### config.mk
export PLATFORM = sky130hd
export DESIGN_NAME = brace_frame_field_scanner
export DESIGN_NICKNAME = d
export VERILOG_FILES = /design/src/sv/bffs_pkg.sv /design/src/sv/brace_frame_field_scanner.sv
export SDC_FILE = /design/constraint.sdc
export NUM_CORES = 2
export LEC_CHECK = 0
export CAP_MARGIN = 20
export CORE_ASPECT_RATIO = 1.5
export CORE_MARGIN = 10
export CORE_UTILIZATION = 45
export CTS_BUF_LIST = sky130_fd_sc_hd__clkbuf_4 sky130_fd_sc_hd__clkbuf_8
export DETAILED_ROUTE_END_ITERATION = 6
export DONT_BUFFER_PORTS = 1
export PLACE_DENSITY = 0.61
export SLEW_MARGIN = 5
export SYNTH_ARGS = -nofsm -noshare
export SYNTH_HDL_FRONTEND = slang
export SYNTH_SLANG_ARGS = --single-unit
export TNS_END_PERCENT = 1
### constraint.sdc
create_clock -name clk -period 30.2 [get_ports clk]
set_input_delay 9.06 -clock clk [delete_from_list [all_inputs] [get_ports clk]]
set_output_delay 9.06 -clock clk [all_outputs]
set_load 0.02 [all_outputs]
### src/sv/bffs_pkg.sv
// ----------------------------------------------------------------------------
// bffs_pkg
// Shared constants, types and the per-field number decoding step for the
// brace frame field scanner.
// ----------------------------------------------------------------------------
`default_nettype none

package bffs_pkg;

  localparam logic [7:0] CH_OPEN   = 8'h7B;  // '{'
  localparam logic [7:0] CH_CLOSE  = 8'h7D;  // '}'
  localparam logic [7:0] CH_LF     = 8'h0A;
  localparam logic [7:0] CH_CR     = 8'h0D;
  localparam logic [7:0] CH_QUOTE  = 8'h22;
  localparam logic [7:0] CH_COLON  = 8'h3A;
  localparam logic [7:0] CH_SPACE  = 8'h20;
  localparam logic [7:0] CH_PLUS   = 8'h2B;
  localparam logic [7:0] CH_MINUS  = 8'h2D;
  localparam logic [7:0] CH_ZERO   = 8'h30;
  localparam logic [7:0] CH_NINE   = 8'h39;
  localparam logic [7:0] CH_TAB    = 8'h09;
  localparam logic [7:0] CH_N      = 8'h4E;
  localparam logic [7:0] CH_H      = 8'h48;
  localparam logic [7:0] CH_D      = 8'h44;
  localparam logic [7:0] CH_T      = 8'h54;
  localparam logic [7:0] CH_ONE    = 8'h31;
  localparam logic [7:0] CH_TWO    = 8'h32;
  localparam logic [7:0] CH_THREE  = 8'h33;
  localparam logic [7:0] CH_FOUR   = 8'h34;

  localparam logic [1:0] ST_OK   = 2'd0;
  localparam logic [1:0] ST_NO_N = 2'd1;
  localparam logic [1:0] ST_LONG = 2'd2;
  localparam logic [1:0] ST_NEG  = 2'd3;

  // numeric fields in scan order
  localparam int NUM_FIELDS = 6;
  localparam int F_N  = 0;
  localparam int F_D1 = 1;
  localparam int F_D2 = 2;
  localparam int F_D3 = 3;
  localparam int F_D4 = 4;
  localparam int F_T  = 5;

  typedef enum logic [2:0] {
    NP_SEEK,
    NP_SEP,
    NP_WS,
    NP_DIG,
    NP_DONE
  } num_phase_t;

  typedef struct packed {
    num_phase_t  phase;
    logic        neg;
    logic        dig;
    logic [3:0]  digit;
  } num_step_t;

  function automatic logic is_digit(input logic [7:0] b);
    return (b >= CH_ZERO) && (b <= CH_NINE);
  endfunction

  // one byte through a value decoder that has already seen its name
  function automatic num_step_t num_step(input num_phase_t ph, input logic [7:0] b);
    num_step_t r;
    logic      ws;
    r.phase = ph;
    r.neg   = 1'b0;
    r.dig   = 1'b0;
    r.digit = 4'(b - CH_ZERO);
    ws      = (b == CH_SPACE) || ((b >= CH_TAB) && (b <= CH_CR));
    case (ph)
      NP_SEP, NP_WS: begin
        if (ph == NP_SEP && (b == CH_COLON || b == CH_SPACE)) begin
          r.phase = NP_SEP;
        end else if (ws) begin
          r.phase = NP_WS;
        end else if (b == CH_MINUS || b == CH_PLUS) begin
          r.phase = NP_DIG;
          r.neg   = (b == CH_MINUS);
        end else if (is_digit(b)) begin
          r.phase = NP_DIG;
          r.dig   = 1'b1;
        end else begin
          r.phase = NP_DONE;
        end
      end
      NP_DIG: begin
        if (is_digit(b)) begin
          r.dig = 1'b1;
        end else begin
          r.phase = NP_DONE;
        end
      end
      default: r.phase = ph;
    endcase
    return r;
  endfunction

endpackage

`default_nettype wire

### src/sv/brace_frame_field_scanner.sv
// ----------------------------------------------------------------------------
// brace_frame_field_scanner
// Collects a brace framed byte stream into a buffer memory and, on the
// closing brace, scans it for quoted fields N, H, D1..D4 and T.
// ----------------------------------------------------------------------------
// Usage:
//   Input channel (in_valid/in_ready/rx_byte) takes one byte per item. Bytes
//   outside a frame are ignored; '{' opens or restarts a frame, CR or LF
//   drops it. While collecting, each byte that stays in the frame is taken and
//   written to the frame memory.
//   On '}' the block stops taking items and reads the frame back from the
//   memory, one byte per cycle, feeding six number decoders and a string
//   decoder in parallel. The memory read is registered; after the last byte
//   of the frame is scanned, the result is loaded into the output register
//   as soon as that register is free, and out_valid rises.
//   A byte that finds the buffer full emits a status 2 result at once; it is
//   held off while an earlier result still waits in the output register.
//   The output register lets collection of the next frame go on while the
//   receiver stalls; a finished scan waits in place until it is free.
//   Reset (rst, synchronous) returns to idle with no result pending. The
//   frame memory needs no clearing: only written entries are read.
// ----------------------------------------------------------------------------
`default_nettype none

module brace_frame_field_scanner #(
  parameter int BUFFER_LEN = 64,
  parameter int H_CHARS    = 8
) (
  input  wire logic        clk,
  input  wire logic        rst,
  input  wire logic        in_valid,
  output logic             in_ready,
  input  wire logic [7:0]  rx_byte,
  output logic             out_valid,
  input  wire logic        out_ready,
  output logic [1:0]       status,
  output logic [15:0]      cmd_number,
  output logic [63:0]      h_text,
  output logic [3:0]       h_length,
  output logic [15:0]      d1_value,
  output logic [15:0]      d2_value,
  output logic [15:0]      d3_value,
  output logic [15:0]      d4_value,
  output logic [31:0]      t_value
);
  import bffs_pkg::*;

  localparam int AW = (BUFFER_LEN > 1) ? $clog2(BUFFER_LEN) : 1;
  localparam int CW = $clog2(BUFFER_LEN + 1);
  localparam logic [CW-1:0] FULL = CW'(BUFFER_LEN);
  localparam logic [3:0]    HMAX = 4'(H_CHARS);

  typedef enum logic [1:0] {S_IDLE, S_FILL, S_SCAN, S_EMIT} state_t;
  typedef enum logic [1:0] {HP_SEEK, HP_SEP, HP_COPY, HP_DONE} h_phase_t;

  state_t           state;
  logic [CW-1:0]    fill;
  logic [CW-1:0]    rd_addr;
  logic             rd_pend;
  logic             rd_last;
  logic [7:0]       rd_data;
  logic [7:0]       p1, p2, p3;

  logic [7:0]       mem [BUFFER_LEN];
  logic             mem_we;
  logic [AW-1:0]    mem_wa;

  num_phase_t       nphase [NUM_FIELDS];
  logic             nneg   [NUM_FIELDS];
  logic [31:0]      nacc   [NUM_FIELDS];
  logic [NUM_FIELDS-1:0] hit;
  num_step_t        nstep  [NUM_FIELDS];

  h_phase_t         hphase;
  logic [3:0]       hcnt;
  logic [63:0]      htext;
  logic             h_hit;

  logic             accept;
  logic             is_nl;
  logic             overflow;

  logic [31:0]      val [NUM_FIELDS];

  assign is_nl    = (rx_byte == CH_LF) || (rx_byte == CH_CR);
  assign overflow = (state == S_FILL) && !is_nl && (rx_byte != CH_OPEN) && (fill == FULL);
  assign in_ready = (state == S_IDLE) || ((state == S_FILL) && !(overflow && out_valid));
  assign accept   = in_valid && in_ready;

  always_comb begin
    mem_we = 1'b0;
    mem_wa = '0;
    if (accept && rx_byte == CH_OPEN && (state == S_IDLE || state == S_FILL)) begin
      mem_we = 1'b1;
    end else if (accept && state == S_FILL && !is_nl && !overflow) begin
      mem_we = 1'b1;
      mem_wa = fill[AW-1:0];
    end
  end

  always_ff @(posedge clk) begin
    if (mem_we) begin
      mem[mem_wa] <= rx_byte;
    end
    rd_data <= mem[rd_addr[AW-1:0]];
  end

  // name matches end on the closing quote of the current byte
  always_comb begin
    hit[F_N]  = (p2 == CH_QUOTE) && (p1 == CH_N) && (rd_data == CH_QUOTE);
    hit[F_T]  = (p2 == CH_QUOTE) && (p1 == CH_T) && (rd_data == CH_QUOTE);
    hit[F_D1] = (p3 == CH_QUOTE) && (p2 == CH_D) && (p1 == CH_ONE) && (rd_data == CH_QUOTE);
    hit[F_D2] = (p3 == CH_QUOTE) && (p2 == CH_D) && (p1 == CH_TWO) && (rd_data == CH_QUOTE);
    hit[F_D3] = (p3 == CH_QUOTE) && (p2 == CH_D) && (p1 == CH_THREE) && (rd_data == CH_QUOTE);
    hit[F_D4] = (p3 == CH_QUOTE) && (p2 == CH_D) && (p1 == CH_FOUR) && (rd_data == CH_QUOTE);
    h_hit     = (p2 == CH_QUOTE) && (p1 == CH_H) && (rd_data == CH_QUOTE);
    for (int i = 0; i < NUM_FIELDS; i++) begin
      nstep[i] = num_step(nphase[i], rd_data);
      val[i]   = nneg[i] ? (32'd0 - nacc[i]) : nacc[i];
    end
  end

  always_ff @(posedge clk) begin
    if (rst) begin
      state     <= S_IDLE;
      fill      <= '0;
      rd_addr   <= '0;
      rd_pend   <= 1'b0;
      rd_last   <= 1'b0;
      out_valid <= 1'b0;
      hphase    <= HP_SEEK;
      hcnt      <= '0;
      for (int i = 0; i < NUM_FIELDS; i++) begin
        nphase[i] <= NP_SEEK;
      end
    end else begin
      if (out_valid && out_ready && state != S_EMIT) begin
        out_valid <= 1'b0;
      end
      case (state)
        S_IDLE: begin
          if (accept && rx_byte == CH_OPEN) begin
            fill  <= CW'(1);
            state <= S_FILL;
          end
        end
        S_FILL: begin
          if (accept) begin
            if (is_nl) begin
              fill  <= '0;
              state <= S_IDLE;
            end else if (rx_byte == CH_OPEN) begin
              fill <= CW'(1);
            end else if (overflow) begin
              // drop the frame, report it
              fill       <= '0;
              state      <= S_IDLE;
              out_valid  <= 1'b1;
              status     <= ST_LONG;
              cmd_number <= 16'hFFFF;
              h_text     <= '0;
              h_length   <= '0;
              d1_value   <= '0;
              d2_value   <= '0;
              d3_value   <= '0;
              d4_value   <= '0;
              t_value    <= '0;
            end else begin
              fill <= fill + CW'(1);
              if (rx_byte == CH_CLOSE) begin
                state   <= S_SCAN;
                rd_addr <= '0;
                rd_pend <= 1'b0;
                p1      <= '0;
                p2      <= '0;
                p3      <= '0;
                hphase  <= HP_SEEK;
                hcnt    <= '0;
                htext   <= '0;
                for (int i = 0; i < NUM_FIELDS; i++) begin
                  nphase[i] <= NP_SEEK;
                  nneg[i]   <= 1'b0;
                  nacc[i]   <= '0;
                end
              end
            end
          end
        end
        S_SCAN: begin
          // read issue stops at fill, which also drops rd_pend after the last byte
          if (rd_addr < fill) begin
            rd_pend <= 1'b1;
            rd_last <= (rd_addr == fill - CW'(1));
            rd_addr <= rd_addr + CW'(1);
          end else begin
            rd_pend <= 1'b0;
          end
          if (rd_pend) begin
            p1 <= rd_data;
            p2 <= p1;
            p3 <= p2;
            for (int i = 0; i < NUM_FIELDS; i++) begin
              if (nphase[i] == NP_SEEK) begin
                if (hit[i]) begin
                  nphase[i] <= NP_SEP;
                end
              end else begin
                nphase[i] <= nstep[i].phase;
                if (nstep[i].neg) begin
                  nneg[i] <= 1'b1;
                end
                if (nstep[i].dig) begin
                  nacc[i] <= (nacc[i] << 3) + (nacc[i] << 1) + 32'(nstep[i].digit);
                end
              end
            end
            case (hphase)
              HP_SEEK: if (h_hit) hphase <= HP_SEP;
              HP_SEP: begin
                if (rd_data == CH_QUOTE) begin
                  hphase <= HP_COPY;
                end else if (rd_data != CH_COLON && rd_data != CH_SPACE) begin
                  hphase <= HP_DONE;
                end
              end
              HP_COPY: begin
                if (rd_data == CH_QUOTE || hcnt == HMAX) begin
                  hphase <= HP_DONE;
                end else begin
                  htext[8*hcnt[2:0] +: 8] <= rd_data;
                  hcnt <= hcnt + 4'd1;
                end
              end
              default: hphase <= hphase;
            endcase
            if (rd_last) begin
              state <= S_EMIT;
            end
          end
        end
        S_EMIT: begin
          if (!out_valid || out_ready) begin
            out_valid <= 1'b1;
            fill      <= '0;
            state     <= S_IDLE;
            if (nphase[F_N] == NP_SEEK) begin
              status     <= ST_NO_N;
              cmd_number <= 16'hFFFF;
              h_text     <= '0;
              h_length   <= '0;
              d1_value   <= '0;
              d2_value   <= '0;
              d3_value   <= '0;
              d4_value   <= '0;
              t_value    <= '0;
            end else begin
              status     <= val[F_N][15] ? ST_NEG : ST_OK;
              cmd_number <= val[F_N][15:0];
              h_text     <= htext;
              h_length   <= hcnt;
              d1_value   <= val[F_D1][15:0];
              d2_value   <= val[F_D2][15:0];
              d3_value   <= val[F_D3][15:0];
              d4_value   <= val[F_D4][15:0];
              t_value    <= val[F_T];
            end
          end
        end
        default: state <= S_IDLE;
      endcase
    end
  end

`ifndef SYNTHESIS
  a_no_input_in_scan: assert property (@(posedge clk) disable iff (rst)
    (state == S_SCAN || state == S_EMIT) |-> !in_ready)
    else $error("input taken during scan");
  a_fill_bound: assert property (@(posedge clk) disable iff (rst)
    fill <= FULL)
    else $error("fill count beyond buffer");
  a_read_in_scan: assert property (@(posedge clk) disable iff (rst)
    rd_pend |-> state == S_SCAN)
    else $error("read data outside scan");
  a_h_bound: assert property (@(posedge clk) disable iff (rst)
    hcnt <= HMAX)
    else $error("H length beyond limit");
  a_emit_loads: assert property (@(posedge clk) disable iff (rst)
    (state == S_EMIT && !out_valid) |=> out_valid && state == S_IDLE)
    else $error("finished scan not delivered");
`endif

endmodule

`default_nettype wire
==> metrics.md <==
| Metric | Value |
|---|---|
| Fill cells | `8506` |
| Clk pwr share | `0.425` |
| Layout Skew | `0.05576 ns` |
| Status | `complete, no violations` |
| Max_slew headroom | `0.3221` |
| FF+latch area | `28190 µm²` |
| CTS tree | `done` |
| Die W | `278.7 µm` |
| Hold WC Path Type | `reg -> reg` |
| Core region area | `99850 µm²` |
| Initial antenna violation count | `2` |
| Minimum clock period | `19.98 ns` |
| Drt first pass iters | `5` |
| Crit Path Class | `in -> out` |
| Post-Synthesis Cells | `3232` |
| Maximum root-to-sink buffer count | `3` |
| Multi-input logic area | `16220 µm²` |
| Vias in the first global route | `27490` |
| Vias | `26580` |
| Clock root cell | `clkbuf_8` |
| Pins Over Slew Limit | `0` |
| Routed len/inst | `21.92 µm` |
| Hold-critical path depth | `2` |
| Clk sinks | `951` |
| Critical path peak fanout | `66` |
| Main area contributors after synthesis | `edfxtp_1 61%, mux4_2 8.4%, ha_1 5.8%` |
| Layout cells sized above 1 | `0.1377` |
| Total number of yosys warnings | `0` |
| Pre-CTS setup slack | `10.24 ns` |
| Remaining antenna violation count | `0` |
| Hold Fails Final Rpt | `0` |
| Worst setup margin | `10.22 ns` |
| Worst-Margin Slew | `1.013 ns` |
| Number of vias per cell | `5.687` |
| # DRC | `0` |
| P_sw | `0.0005340 W` |
| # rows | `142` |
| Fmax | `0.05005 GHz` |
| Hpwl dp | `69.13 mm` |
| Layout Cells excl Fill | `4674` |
| Reg2reg setup slack | `25.89 ns` |
| Gr usage total | `0.1794` |
| IO Pins | `196` |
| Post-CTS Setup Bufs | `0` |
| Critical Path AT | `10.92 ns` |
| Final wirelength | `102.5 mm` |
| Synthesis-to-layout area growth | `9.465%` |
| Die H | `408.0 µm` |
| Reg2Reg Depth | `7` |
| Post-CTS sizing | `0` |
| Die ar. | `113700 µm²` |
| Latest clock arrival within the worst-skew pair | `0.85 ns` |
| Clock transition at the registers of the reported paths | `0.06 ns` |
| Mean Syn Cell Area | `13.97 µm²` |
| CTS buffer count | `145` |
| H-tree lvl count | `4` |
| Mapped Area | `45160 µm²` |
| Leading area contributor after synthesis | `edfxtp_1` |
| RSZ-0062 raised after global routing | `no` |
| Initial DRC Count | `1997` |
| Comb pwr share | `0.008` |
| Reg-to-Reg End | `t_value[19]$_SDFFCE_PP0P_` |
| Reg power frac | `0.567` |
| Peak VDD IR | `47.20 µV` |
| Final nets | `3500` |
| Worst Setup Start Kind | `input pin` |
| Post-Syn Nets | `3467` |
| Internal | `0.002006 W` |
| Initial core utilization | `0.4522` |
| EDFF count, synth | `913` |
| Setup TNS | `0 ns` |
| Total grt overflow | `0` |
| Ys flop type | `edfxtp_1` |
| Buffers on Ports | `0` |
| HP Start | `hphase[1]$_SDFFE_PP0P_` |
| Async SR Flop Fraction | `0` |
| Sw Share | `0.2102` |
| GPL Wtd Cong | `0.8368` |
| P per Cell Area | `51.39 nW/µm²` |
| Worst R2R Start | `state[0]$_SDFFE_PP0P_` |
| Yosys cell types | `80` |
| Post-synth top cells | `913 x edfxtp_1, 416 x nor2_1, 211 x ha_1, 186 x nand2_1, 168 x mux4_2` |
| Yosys reg bits | `951` |
| Sequential share of the synthesized area | `0.6240` |
| CP endpoint kind | `output port` |
| Max_cap viols | `0` |
| Hold Crit Endpoint | `hphase[1]$_SDFFE_PP0P_` |
| Dpl cells | `4413` |
| Yosys top cell area share | `0.6071` |
| WP data required | `21.14 ns` |
| Largest net degree at the start of global routing | `82` |
| Global-route wire length before repair | `159.1 mm` |
| CTS Hold Bufs | `0` |
| P_leak | `17.47 nW` |
| Setup violators final | `0` |
| Part of the cycle the worst path needs | `0.6616` |
| Most frequent cell after synthesis | `edfxtp_1` |
-- power by group through the flow --
| stage | registers, W | clock network, W | logic (W) |
|---|---|---|---|
| 6_report | 0.00144 | 0.00108 | 0.0000201 |
| 5_1_grt | 0.00144 | 0.00117 | 0.0000222 |
| 4_1_cts | 0.00144 | 0.00111 | 0.0000200 |
| 3_5_place_dp | 0.00147 | 0 | 0.0000199 |
| 3_3_place_gp | 0.00147 | 0 | 0.0000191 |
| 2_1_floorplan | 0.00147 | 0 | 0.0000161 |
-- kinds of logic (layout without fill, tap and decap cells) --
logic type / count (synthesis) / in the layout / synth area share
compound gates: 474 / 474 / 0.06459
xor+xnor: 201 / 201 / 0.03898
other cells: 0 / 1 / 0
buf+inv: 212 / 357 / 0.01798
simple gates: 983 / 983 / 0.1024
mux: 188 / 188 / 0.08828
flops: 951 / 951 / 0.6240
fa+ha+maj: 223 / 223 / 0.06378
-- worst max-delay path by stage --
stage | startpoint | end | slack, ns
4_1_cts | rx_byte[5] | in_ready | 10.24
5_1_grt | rx_byte[5] | in_ready | 10.08
2_1_floorplan | rx_byte[5] | cmd_number[0]$_SDFFCE_PP1P_ | 5.63
3_3_place_gp | rx_byte[5] | in_ready | 10.24
6_report | rx_byte[5] | in_ready | 10.22
3_5_place_dp | rx_byte[5] | in_ready | 10.24
-- layer usage --
metal | GRT usage | share of wire | vias to the layer above
met5 | 0 | 0.00011 | -
met1 | 0.2016 | 0.38 | 13250
li1 | - | - | 12340
met4 | 0.06468 | 0.028 | 2
met3 | 0.03938 | 0.055 | 184
met2 | 0.3284 | 0.54 | 801
-- area by class of cell --
class | count | share of cell area
antenna | 1 | 0.00005062
clock buffer | 197 | 0.04890
clock inverter | 62 | 0.01010
inverter | 73 | 0.005543
multi-input combinational | 2069 | 0.3282
sequential | 951 | 0.5702
tap | 1296 | 0.03280
timing repair buffer | 25 | 0.004202
-- registers in the layout, indices dropped and copies added (netlist names), 2 cells and up, named ones only --
| register | cells |
|---|---|
| htext | 64 |
| hphase | 2 |
| status | 2 |
| d1_value | 16 |
| h_text | 64 |
| rd_data | 8 |
| h_length | 4 |
| rd_addr | 7 |
| d4_value | 16 |
| hcnt | 4 |
| p2 | 8 |
| p1 | 8 |
| nacc | 112 |
| d3_value | 16 |
| fill | 7 |
| cmd_number | 16 |
| p3 | 8 |
| t_value | 32 |
| nneg | 6 |
| d2_value | 16 |
| mem | 512 |
| nphase | 18 |
-- worst max-delay path, cell delays in order --
cell,delay [ns]
or4b_2,0.68
a211oi_2,0.27
nor3b_2,0.15
a31oi_1,0.74
-- stage by stage --
| stage | total power, W | hold slack (ns) | instance area, µm² | util |
|---|---|---|---|---|
| after global routing | 0.002630 | 0.5066 | 49430 | 0.4951 |
| after global placement | 0.001487 | 0.4513 | 46470 | 0.4654 |
| after detailed placement | 0.001489 | 0.4678 | 46480 | 0.4655 |
| after CTS | 0.002567 | 0.4767 | 49400 | 0.4948 |
| final | 0.002540 | 0.4816 | 49430 | 0.4951 |
| after floorplan | 0.001482 | 0.4486 | 45160 | - |
-- cell usage in the layout (no fill, tap or decap), types with 74 or more instances in the layout --
cell type / instances
a21oi_1: 162
ha_1: 211
clkbuf_8: 150
o21ai_0: 105
nand3_1: 74
xor2_1: 112
mux4_2: 168
nor2_1: 414
edfxtp_1: 913
xnor2_1: 89
and2_1: 101
nand2_1: 186
Power figures use the tool's default switching activity.
